--- config.mk ---
export PLATFORM = sky130hd
export DESIGN_NAME = pcnms_ctrl
export DESIGN_NICKNAME = d
export VERILOG_FILES = /design/src/design/pcnms_pkg.sv /design/src/design/pcnms_ctrl.sv
export SDC_FILE = /design/constraint.sdc
export NUM_CORES = 1
export LEC_CHECK = 0
export ABC_AREA = 1
export BUFFER_PORTS_ARGS = -buffer_cell sky130_fd_sc_hd__buf_2
export CAP_MARGIN = 10
export CORE_UTILIZATION = 40
export DETAILED_ROUTE_END_ITERATION = 10
export PLACE_DENSITY_LB_ADDON = 0.3
export SYNTH_ARGS = -nofsm -noshare
export SYNTH_HDL_FRONTEND = slang
export SYNTH_SLANG_ARGS = --single-unit
--- constraint.sdc ---
create_clock -name clk -period 1.4 [get_ports clk]
set_input_delay 0.14 -clock clk [delete_from_list [all_inputs] [get_ports clk]]
set_output_delay 0.14 -clock clk [all_outputs]
set_load 0.03 [all_outputs]
--- src/design/pcnms_pkg.sv ---
package pcnms_pkg;

	localparam int LABEL_BITS = 8;
	localparam int SCORE_BITS = 16;
	localparam int OUT_COORD_BITS = 12;
	localparam int NCLS_BITS = 9;
	localparam int THR_BITS = 8;
	localparam int CFG_IDX_BITS = 2;

	typedef logic [OUT_COORD_BITS-1:0] ocoord_t;

	localparam logic [CFG_IDX_BITS-1:0] REG_NUM_CLASSES = 2'd0;
	localparam logic [CFG_IDX_BITS-1:0] REG_THRESH_NUM = 2'd1;
	localparam logic [CFG_IDX_BITS-1:0] REG_THRESH_DEN = 2'd2;

	localparam logic [NCLS_BITS-1:0] NUM_CLASSES_RST = 9'd21;
	localparam logic [THR_BITS-1:0] THRESH_NUM_RST = 8'd3;
	localparam logic [THR_BITS-1:0] THRESH_DEN_RST = 8'd10;

	typedef enum logic [4:0] {
		ST_LOAD,
		ST_CLS_INIT,
		ST_GATH_START,
		ST_GATH_RD,
		ST_GATH_EV,
		ST_SORT_INIT,
		ST_SORT_RDI,
		ST_SORT_LDI,
		ST_SORT_RDJ,
		ST_SORT_CMP,
		ST_SORT_WRI,
		ST_NMS_INIT,
		ST_NMS_RDI,
		ST_NMS_LDI,
		ST_NMS_RDK,
		ST_NMS_P1,
		ST_NMS_P2,
		ST_NMS_P3,
		ST_NMS_P4,
		ST_NMS_P5,
		ST_KEEP,
		ST_NMS_NEXTI,
		ST_NEXT_CLS,
		ST_EMIT_START,
		ST_EMIT_RD,
		ST_EMIT_LD,
		ST_EMPTY
	} state_t;

	typedef enum logic [4:0] {
		OP_IDLE,
		OP_LOAD,
		OP_CLS_INIT,
		OP_GATH_START,
		OP_GATH_EV,
		OP_SORT_INIT,
		OP_SORT_RDI,
		OP_SORT_LDI,
		OP_SORT_RDJ,
		OP_SORT_CMP,
		OP_SORT_WRI,
		OP_NMS_INIT,
		OP_NMS_LDI,
		OP_NMS_CHK,
		OP_KEEP,
		OP_NMS_NEXTI,
		OP_NEXT_CLS,
		OP_EMIT_START,
		OP_EMIT_LD,
		OP_EMPTY
	} op_t;

	typedef struct packed {
		op_t  op;
		logic sel_kept;
	} cmd_t;

	typedef struct packed {
		logic acc;
		logic last;
		logic numc_zero;
		logic gath_end;
		logic n_small;
		logic sort_i_end;
		logic sort_j_end;
		logic nc_zero;
		logic k_empty;
		logic k_end;
		logic close;
		logic i_end;
		logic found;
		logic nk_zero;
		logic out_free;
	} stat_t;

endpackage

--- src/design/pcnms_ctrl.sv ---
module pcnms_ctrl (
	input  logic clk,
	input  logic arst_n,
	input  pcnms_pkg::stat_t stat,
	output pcnms_pkg::cmd_t cmd
);

	pcnms_pkg::state_t state_q, state_d;
	logic final_q, final_d;

	always_ff @(posedge clk or negedge arst_n) begin
		if (!arst_n) begin
			state_q <= pcnms_pkg::ST_LOAD;
			final_q <= 1'b0;
		end else begin
			state_q <= state_d;
			final_q <= final_d;
		end
	end

	always_comb begin
		state_d = state_q;
		final_d = final_q;
		cmd.op = pcnms_pkg::OP_IDLE;
		cmd.sel_kept = final_q;
		case (state_q)
			pcnms_pkg::ST_LOAD: begin
				cmd.op = pcnms_pkg::OP_LOAD;
				if (stat.acc && stat.last) state_d = pcnms_pkg::ST_CLS_INIT;
			end
			pcnms_pkg::ST_CLS_INIT: begin
				cmd.op = pcnms_pkg::OP_CLS_INIT;
				final_d = stat.numc_zero;
				state_d = stat.numc_zero ? pcnms_pkg::ST_SORT_INIT : pcnms_pkg::ST_GATH_START;
			end
			pcnms_pkg::ST_GATH_START: begin
				cmd.op = pcnms_pkg::OP_GATH_START;
				state_d = pcnms_pkg::ST_GATH_RD;
			end
			pcnms_pkg::ST_GATH_RD: state_d = pcnms_pkg::ST_GATH_EV;
			pcnms_pkg::ST_GATH_EV: begin
				cmd.op = pcnms_pkg::OP_GATH_EV;
				state_d = stat.gath_end ? pcnms_pkg::ST_SORT_INIT : pcnms_pkg::ST_GATH_RD;
			end
			pcnms_pkg::ST_SORT_INIT: begin
				cmd.op = pcnms_pkg::OP_SORT_INIT;
				if (!stat.n_small) state_d = pcnms_pkg::ST_SORT_RDI;
				else if (final_q) state_d = pcnms_pkg::ST_EMIT_START;
				else state_d = pcnms_pkg::ST_NMS_INIT;
			end
			pcnms_pkg::ST_SORT_RDI: begin
				cmd.op = pcnms_pkg::OP_SORT_RDI;
				state_d = pcnms_pkg::ST_SORT_LDI;
			end
			pcnms_pkg::ST_SORT_LDI: begin
				cmd.op = pcnms_pkg::OP_SORT_LDI;
				state_d = pcnms_pkg::ST_SORT_RDJ;
			end
			pcnms_pkg::ST_SORT_RDJ: begin
				cmd.op = pcnms_pkg::OP_SORT_RDJ;
				state_d = pcnms_pkg::ST_SORT_CMP;
			end
			pcnms_pkg::ST_SORT_CMP: begin
				cmd.op = pcnms_pkg::OP_SORT_CMP;
				state_d = stat.sort_j_end ? pcnms_pkg::ST_SORT_WRI : pcnms_pkg::ST_SORT_RDJ;
			end
			pcnms_pkg::ST_SORT_WRI: begin
				cmd.op = pcnms_pkg::OP_SORT_WRI;
				if (!stat.sort_i_end) state_d = pcnms_pkg::ST_SORT_RDI;
				else if (final_q) state_d = pcnms_pkg::ST_EMIT_START;
				else state_d = pcnms_pkg::ST_NMS_INIT;
			end
			pcnms_pkg::ST_NMS_INIT: begin
				cmd.op = pcnms_pkg::OP_NMS_INIT;
				state_d = stat.nc_zero ? pcnms_pkg::ST_NEXT_CLS : pcnms_pkg::ST_NMS_RDI;
			end
			pcnms_pkg::ST_NMS_RDI: state_d = pcnms_pkg::ST_NMS_LDI;
			pcnms_pkg::ST_NMS_LDI: begin
				cmd.op = pcnms_pkg::OP_NMS_LDI;
				state_d = stat.k_empty ? pcnms_pkg::ST_KEEP : pcnms_pkg::ST_NMS_RDK;
			end
			pcnms_pkg::ST_NMS_RDK: state_d = pcnms_pkg::ST_NMS_P1;
			// overlap pipeline fills over these cycles
			pcnms_pkg::ST_NMS_P1: state_d = pcnms_pkg::ST_NMS_P2;
			pcnms_pkg::ST_NMS_P2: state_d = pcnms_pkg::ST_NMS_P3;
			pcnms_pkg::ST_NMS_P3: state_d = pcnms_pkg::ST_NMS_P4;
			pcnms_pkg::ST_NMS_P4: state_d = pcnms_pkg::ST_NMS_P5;
			pcnms_pkg::ST_NMS_P5: begin
				cmd.op = pcnms_pkg::OP_NMS_CHK;
				if (stat.close) state_d = pcnms_pkg::ST_NMS_NEXTI;
				else if (stat.k_end) state_d = pcnms_pkg::ST_KEEP;
				else state_d = pcnms_pkg::ST_NMS_RDK;
			end
			pcnms_pkg::ST_KEEP: begin
				cmd.op = pcnms_pkg::OP_KEEP;
				state_d = pcnms_pkg::ST_NMS_NEXTI;
			end
			pcnms_pkg::ST_NMS_NEXTI: begin
				cmd.op = pcnms_pkg::OP_NMS_NEXTI;
				state_d = stat.i_end ? pcnms_pkg::ST_NEXT_CLS : pcnms_pkg::ST_NMS_RDI;
			end
			pcnms_pkg::ST_NEXT_CLS: begin
				cmd.op = pcnms_pkg::OP_NEXT_CLS;
				if (stat.found) begin
					state_d = pcnms_pkg::ST_GATH_START;
				end else begin
					final_d = 1'b1;
					state_d = pcnms_pkg::ST_SORT_INIT;
				end
			end
			pcnms_pkg::ST_EMIT_START: begin
				cmd.op = pcnms_pkg::OP_EMIT_START;
				state_d = stat.nk_zero ? pcnms_pkg::ST_EMPTY : pcnms_pkg::ST_EMIT_RD;
			end
			pcnms_pkg::ST_EMIT_RD: state_d = pcnms_pkg::ST_EMIT_LD;
			pcnms_pkg::ST_EMIT_LD: begin
				cmd.op = pcnms_pkg::OP_EMIT_LD;
				if (stat.out_free)
					state_d = stat.k_end ? pcnms_pkg::ST_LOAD : pcnms_pkg::ST_EMIT_RD;
			end
			pcnms_pkg::ST_EMPTY: begin
				cmd.op = pcnms_pkg::OP_EMPTY;
				if (stat.out_free) state_d = pcnms_pkg::ST_LOAD;
			end
			default: state_d = pcnms_pkg::ST_LOAD;
		endcase
	end

endmodule

== Word level (Yosys, flattened, before mapping) ==
Cells that the tools add are included.
Operators by class
  equality and inequality tests: 30
  muxes and demuxes: 21
  reductions and logical operators: 5
Operators by type and width (number)
  $pmux W5 S27: 1
  $pmux W5 S19: 1
  $mux W5: 12
  $eq A5 B5 Y1 const B: 11
  $eq A5 B4 Y1 const B: 8
  $eq A5 B3 Y1 const B: 4
  $eq A5 B2 Y1 const B: 2
  $mux W3: 3
  $ne A2 B2 Y1 const B: 4
  $eq A5 B1 Y1 const B: 1
  $logic_not A5 Y1: 1
  $mux W2: 2
  $reduce_and A3 Y1: 1
  $pmux W1 S2: 1
  $reduce_and A2 Y1: 1
  $reduce_bool A2 Y1: 1
  $logic_and A1 B1 Y1: 1
  $mux W1: 1
Word-level totals
  flip-flop bits (word level): 6
  logic and storage cells: 58

== Longest topological paths before layout ==
Gate-level depths: netlist (run 1).
  depth after elaboration: 3
  mapped depth: 11
  mapped depth without buffers: 10

== Worst setup path before layout (run 1) ==
No wires, ideal clock.
  kind: reg2out
  start point: reg state_q[2]
  end point: out cmd[2] (netlist bit)
  arrival: 1.318 ns
  required time: 1.260 ns
  slack: -0.058 ns
  stages on the path, launching flop included: 8
  cells stage by stage: dfrtp_1 > inv_2 > nand2_1 > nor2_1 > nand2_1 > nand2_1 > nor3_1 > nand3_1
RTL lines
  start: declaration: RTL line pcnms_ctrl.sv:8  | pcnms_pkg::state_t state_q, state_d;
  start signal: assignment: RTL line pcnms_ctrl.sv:13  | state_q <= pcnms_pkg::ST_LOAD;
  start signal: assignment: RTL line pcnms_ctrl.sv:16  | state_q <= state_d;
  end: declaration: RTL line pcnms_ctrl.sv:5  | output pcnms_pkg::cmd_t cmd

==> results of run 1 <==
layout make-up:
type / count / area [um2]
tap: 27 / 33.8
fill: 134 / 370
sequential: 6 / 155
multi-input combinational: 142 / 886
timing repair buffer: 65 / 478
clock buffer: 4 / 26.3
inverter: 22 / 92.6
registers in the layout (all words and copies together), names as in the netlist:
name / cells
state_q: 5
final_q: 1
logic make-up after synthesis:
group / after synthesis / synth area share
AOI/OAI and AO/OA: 12 / 0.0794
buffers and inverters: 25 / 0.111
DFF: 6 / 0.167
and+or+nand+nor: 130 / 0.642
power by group:
part           internal, mW  switching [mW]
sequential            0.257           0.170
combinational          1.16            1.58
clock                 0.109          0.0961
total                  1.53            1.84
per-layer routing:
| metal | track usage | vias up | routed length, um |
|---|---|---|---|
| li1 | - | 700 | - |
| met1 | 0.434 | 698 | 1580 |
| met2 | 0.610 | 128 | 2130 |
| met3 | 0.0530 | 43 | 449 |
| met4 | 0.157 | 0 | 307 |
| met5 | 0 | - | 0 |
cell usage after synthesis:
cell,n
buf_2,2
nor2_4,2
nor2_2,1
nor3b_1,1
nor2_1,32
o21ai_1,1
o21ai_0,3
dfrtp_1,6
inv_1,16
nand2_1,50
nand2_2,2
buf_4,1
nand4_1,6
o211ai_1,1
o31ai_1,1
and3_1,2
o22ai_1,1
a21oi_1,3
nor3_1,6
a22oi_1,2
inv_2,6
nand3_1,28
path summary, 6_finish.rpt:
kind	endpoint	slack, ns	cells past startpoint
min	state_q[0]	0.21	4
min reg2reg	final_q	0.60	2
max	cmd[2]	-0.30	7
max reg2reg	state_q[4]	-0.16	10
max in group asynchronous	state_q[0]	0.96	2
min in group asynchronous	final_q	0.22	2
per-stage QoR:
| step | worst slack, ns | cells | hold slack (ns) |
|---|---|---|---|
| 2_1_floorplan | 0.00175 | 173 | -0.156 |
| 3_3_place_gp | -0.107 | 255 | -0.0184 |
| 3_5_place_dp | -0.0913 | 255 | -0.0143 |
| 4_1_cts | -0.219 | 264 | 0.218 |
| 5_1_grt | -0.336 | 266 | 0.226 |
| 6_report | -0.300 | 266 | 0.206 |
layout by cell type (no fill, tap or decap), types with 4 or more instances in the layout:
cell type / count
nand2_4: 4
nand3_2: 4
buf_2: 17
nor2_2: 6
buf_4: 39
nor2_4: 10
nand2_1: 40
inv_1: 14
nor2_1: 19
inv_2: 4
nand3_1: 21
nand4_1: 6
nand2_2: 8
buf_6: 8
inv_4: 4
dfrtp_2: 4
worst max-delay path, stage by stage (launching register included):
cell and delay [ns]:
dfrtp_2 0.48, inv_4 0.12, nand2_4 0.07, buf_6 0.13, a22oi_2 0.22, nor3_4 0.07, nand3_2 0.07, buf_6 0.13
timing repair:
item | 4_1_cts | 5_1_grt
gates resized for setup | 44 | 34
gates cloned | 0 | 0
setup endpoints to repair | 10 | 11
hold buffers | 1 | 0
buffers inserted | 4 | 2
hold endpoints to repair | 6 | 0
pin swaps | 10 | 13
==> out/metrics.yaml, run 1 <==
status: "finished, violations left"
violations: "setup timing"
nets: 257
yosysWarnings: 0
worst_pin_slew_ns: 0.258
layout_setup_ws_ns: -0.300
rsz0062_at_grt: "yes"
syn_to_final_growth_pct: 86.1
gr-usage-all-layers: 0.355
cp_max_fo: 5
grt_pass1_vias: 1428
root_buffer: "clkbuf_4"
post_drt_via_cell_ratio: 5.90
cts_buffers: 3
rows: 16
netlist.area_leader.share: 0.209
cts.sinks: 6
drc: 0
avgSynthCellArea_um2: 5.19
hold_path_class: "input port to flip-flop"
cap_violations: 0
worstHoldStart: "stat[0]"
ant_nets: 0
drive_gt1_frac: 0.519
ys_ff_latch: 6
leakagePower_nw: 0.894
die_h_um: 49.4
yosysSeqAreaShare: 0.167
clock_latency_ns: 0.28
coreArea_mm2: 0.00204
gr-total-overflow: 0
clkSlewWorstSetupHoldPaths_ns: 0.08
hold_viol_final: 0
worstSetupStartpoint: "state_q[3]"
syn-instance-count: 173
drv_slew: 0
antenna_cells: 0
yosysTopAreaCell: "nand2_1"
synth_cell_type_count: 22
grt_max_degree: 10
initial_core_util: 0.440
portBuffers: 22
design.die.area_mm2: 0.00244
end_kind: "output pin"
ioPinCount: 23
skew_ns: 0.0257
wl_mm: 4.47
worstPathRequired_ns: 1.26
vdd.ir_drop.worst_uv: 1360
powerDensity_mw_per_mm2: 2020
utilization: 0.819
timing.final.crit_share: 1.21
first_pass_iters: 4
grt_pass1_wl_mm: 6.60
ctsHtreeMaxLevel: 1
antenna_found_initial: 0
post-route-min-period_ns: 1.70
slew_headroom: 0.828
crit_type: "flip-flop to output pin"
crit_path_start_kind: "flip-flop"
final_area_mm2: 0.00167
total_power_mw: 3.37
fmax_mhz: 588
finalSetupViolations: 10
cts_tree: "yes"
r2r_start: "state_q[2]"
drtIter0Drc: 116
placed_area_mm2: 0.00131
gp_congestion: 1.01
clock_path_buffers: 2
tns_ns: -1.96
wl_per_cell_um: 16.8
dp_hpwl_mm: 2.95
die_x_um: 49.4
syn_area_um2: 898
num_vias: 1569
syn_nets: 190
cp_data_arrival_time_ns: 1.56
synth_area_leaders: "nand2_1 (21%), dfrtp_1 (17%), nand3_1 (16%)"
(Power assumes the default switching activity.)
==> inputs of run 2 (changes only) <==
GPL_ROUTABILITY_DRIVEN = 0   (was not set)
TNS_END_PERCENT = 5   (was not set)
==> out/metrics.yaml, run 2 (synthesis results as in run 1) <==
violations: "setup timing"
cts_buffers: 3
root_buffer: "clkbuf_4"
hold_path_class: "input port to flip-flop"
end_kind: "output pin"
layout_setup_ws_ns: -0.284
grt_max_degree: 10
top_register: "state_q"
largest_reg_flops: 5
utilization: 0.750
crit_type: "flip-flop to output pin"
nets: 254
wl_per_cell_um: 15.2
seqCellArea_um2: 155
layout.cells.most_common: "nand2_1"
cap_violations: 0
first_pass_iters: 4
top_regs: "state_q: 5 flops, final_q: 1 flops"
antenna_cells: 0
final_cell_mix: "nand2_1 (39), buf_4 (36), nand3_1 (21)"
fmax_mhz: 594
grt_pass1_wl_mm: 6.23
gr-total-overflow: 0
leakagePower_nw: 0.852
grt_pass1_vias: 1462
post_drt_via_cell_ratio: 5.74
gr-usage-all-layers: 0.334
drtIter0Drc: 65
pre_cts_slack_ns: -0.117
design.die.area_mm2: 0.00244
clock_latency_ns: 0.25
crit_path_start_kind: "flip-flop"
ctsHtreeMaxLevel: 1
coreArea_mm2: 0.00204
fill_cells: 158
cts.sinks: 6
clock_path_buffers: 2
final_area_mm2: 0.00153
drive_gt1_frac: 0.479
skew_ns: 0.00388
post-route-min-period_ns: 1.68
drc: 0
status: "finished, violations left"
vdd.ir_drop.worst_uv: 1360
antenna_found_initial: 0
portBuffers: 22
slew_headroom: 0.789
num_vias: 1509
cp_max_fo: 5
cp_data_arrival_time_ns: 1.54
die_x_um: 49.4
multi_input_area_um2: 776
timing.final.crit_share: 1.20
wl_mm: 4.01
worst_pin_slew_ns: 0.316
ant_nets: 0
hold_viol_final: 0
finalSetupViolations: 10
cts_tree: "yes"
worstPathRequired_ns: 1.26
ioPinCount: 23
rsz0062_at_grt: "yes"
syn_to_final_growth_pct: 70.5
powerDensity_mw_per_mm2: 2000
drv_slew: 0
clkSlewWorstSetupHoldPaths_ns: 0.05
initial_core_util: 0.440
dp_hpwl_mm: 2.81
placed_area_mm2: 0.00127
total_power_mw: 3.06
die_h_um: 49.4
rows: 16
run 2: power breakdown:
group | switching, mW | internal [mW]
Clock | 0.0702 | 0.108
Sequential | 0.159 | 0.257
Combinational | 1.41 | 1.05
run 2: final timing paths:
path | startpoint | to | slack (ns) | cells past startpoint
max in group asynchronous | arst_n | state_q[0] | 0.99 | 2
hold / removal | stat[0] | state_q[0] | 0.21 | 4
setup / recovery | state_q[3] | cmd[3] | -0.28 | 7
hold reg to reg | final_q | final_q | 0.57 | 2
min in group asynchronous | arst_n | state_q[2] | 0.25 | 2
setup reg to reg | state_q[2] | state_q[1] | -0.17 | 8
run 2: per-stage QoR:
step / TNS (ns) / hold WS (ns) / cells
final: -2.08 / 0.211 / 263
after detailed placement: -0.709 / -0.0294 / 251
after global routing: -2.75 / 0.227 / 263
after floorplan: -0.0174 / -0.156 / 173
after CTS: -1.38 / 0.199 / 261
after global placement: -0.576 / -0.0360 / 251
run 2: final cells by class:
class	instances	share of cell area
multi-input cells	142	0.507
clock buffers	4	0.0172
repair buffers	62	0.297
inverters	22	0.0556
well taps	27	0.0221
flip-flops and latches	6	0.101
run 2: critical path, cell delays in order, from the launching register on:
cell     delay, ns
dfrtp_2       0.46
buf_4         0.17
nor2_4        0.14
nand2_1       0.09
nor2_2        0.16
nor2_2        0.08
nand3_2       0.07
buf_6         0.13
run 2: per-layer routing:
| metal | GRT usage | part of all wire | up-vias |
|---|---|---|---|
| met4 | 0.229 | 0.061 | 0 |
| met2 | 0.550 | 0.46 | 108 |
| met3 | 0.0841 | 0.090 | 31 |
| li1 | - | - | 698 |
| met1 | 0.375 | 0.39 | 672 |
| met5 | 0 | 0 | - |
run 2: timing repair:
item | CTS | global route
setup endpoints to repair | 10 | 11
hold buffers | 1 | 0
pin swaps | 6 | 3
endpoints found under the hold margin | 6 | 0
gates resized for setup | 35 | 21
buffers inserted | 5 | 2
==> inputs of run 3 (changes only) <==
SKIP_LAST_GASP = 1   (was not set)
==> out/metrics.yaml, run 3 (synthesis results as in run 1) <==
clkSlewWorstSetupHoldPaths_ns: 0.05
drtIter0Drc: 120
coreArea_mm2: 0.00204
dr_wl_met2_mm: 1.93
num_vias: 1604
critPathSlowestCell: "dfrtp_2"
rows: 16
gr-total-overflow: 0
grt_pass1_vias: 1441
die_h_um: 49.4
violations: "setup timing"
wl_met1_mm: 1.48
placed_area_mm2: 0.00127
die_x_um: 49.4
worstPathRequired_ns: 1.26
total_power_mw: 3.15
hold_path_class: "input port to flip-flop"
layout.cells.most_common: "nand2_1"
grt_pass1_wl_mm: 6.14
path_buf_inv: 3
final_cell_mix: "nand2_1 (40), buf_4 (36), nand3_1 (23)"
initial_core_util: 0.440
cp_cell_sequence: "inv_1, nor2_2, nand3_2, buf_4, nand4_1, buf_6"
slowest_delay_ns: 0.47
cap_violations: 0
multi_input_area_um2: 786
status: "finished, violations left"
wl_met3_um: 515
fmax_mhz: 586
top_regs: "state_q: 5 flops, final_q: 1 flops"
clock_path_buffers: 2
design.die.area_mm2: 0.00244
drv_slew: 0
drive_gt1_frac: 0.471
seqCellArea_um2: 155
rsz0062_at_grt: "yes"
pre_cts_slack_ns: -0.117
top_layer_used: "met4"
top_register: "state_q"
utilization: 0.767
finalSetupViolations: 10
vdd.ir_drop.worst_uv: 1310
cts.sinks: 6
wl_mm: 4.21
powerDensity_mw_per_mm2: 2010
root_buffer: "clkbuf_4"
r2r_start: "state_q[2]"
worstSetupStartpoint: "state_q[0]"
antenna_found_initial: 0
end_kind: "output pin"
post-route-min-period_ns: 1.71
drc: 0
nets: 256
final_area_mm2: 0.00157
layout_setup_ws_ns: -0.307
portBuffers: 22
gr-usage-all-layers: 0.326
dp_hpwl_mm: 2.81
cp_max_fo: 6
cp_data_arrival_time_ns: 1.57
grt_max_degree: 10
timing.final.crit_share: 1.22
ioPinCount: 23
cts_tree: "yes"
leakagePower_nw: 0.871
crit_type: "flip-flop to output pin"
ctsHtreeMaxLevel: 1
first_pass_iters: 6
wl_per_cell_um: 15.9
hold_viol_final: 0
cp_top_family: "flip-flops"
largest_reg_flops: 5
worst_pin_slew_ns: 0.315
ant_nets: 0
antenna_cells: 0
r2r_setup_slack_ns: -0.30
worstHoldStart: "stat[0]"
syn_to_final_growth_pct: 74.4
skew_ns: 0.00455
cts_buffers: 3
post_drt_via_cell_ratio: 6.05
crit_path_start_kind: "flip-flop"
slew_headroom: 0.790
fill_cells: 146
clock_latency_ns: 0.25
[run 3: cell types whose count changed in the layout (fill, tap and decap cells not counted), moves of 2 or more]
cell,before,now
nor2_2,11,7
nor2_4,4,7
buf_6,8,10
nand2_2,12,10
nand3_1,21,23
nand3_2,7,5
[run 3: per-layer routing]
layer  vias to the layer above  track usage
met5                         -            0
met4                         0        0.176
met3                        48       0.0966
met2                       157        0.553
met1                       701        0.362
li1                        698            -
[run 3: layout make-up]
| type | count | share of cell area |
|---|---|---|
| multi-input combinational | 142 | 0.502 |
| inverter | 22 | 0.0559 |
| tap | 27 | 0.0216 |
| timing repair buffer | 64 | 0.305 |
| sequential | 6 | 0.0990 |
| clock buffer | 4 | 0.0168 |
[run 3: final timing paths]
kind,endpoint,depth (start not counted)
setup reg to reg,state_q[1],8
max in group asynchronous,state_q[1],2
min in group asynchronous,state_q[2],2
setup / recovery,cmd[5],6
hold / removal,state_q[0],4
hold reg to reg,final_q,2
[run 3: what timing repair did]
| item | in CTS | in global routing |
|---|---|---|
| setup endpoints to repair | 10 | 11 |
| hold buffers | 1 | 0 |
| buffers inserted | 5 | 4 |
| endpoints found under the hold margin | 6 | 0 |
| pin swaps | 3 | 8 |
| resized for setup | 29 | 31 |
[run 3: per-stage QoR]
stage          hold slack (ns)  std cells  TNS (ns)
6_report                 0.216        265     -2.43
5_1_grt                  0.227        265     -3.16
4_1_cts                  0.199        261     -1.68
3_5_place_dp           -0.0294        251    -0.709
3_3_place_gp           -0.0360        251    -0.576
2_1_floorplan           -0.156        173   -0.0174
[run 3: worst min-delay path, delay by kind of cell]
kind | cells | cell delay, ns
buf+inv | 2 | 0.13
simple gates | 2 | 0.15
[run 3: power breakdown]
group	internal [mW]	switching, mW	total (mW)
Clock	0.108	0.0691	0.178
Sequential	0.257	0.181	0.438
Combinational	1.10	1.43	2.53
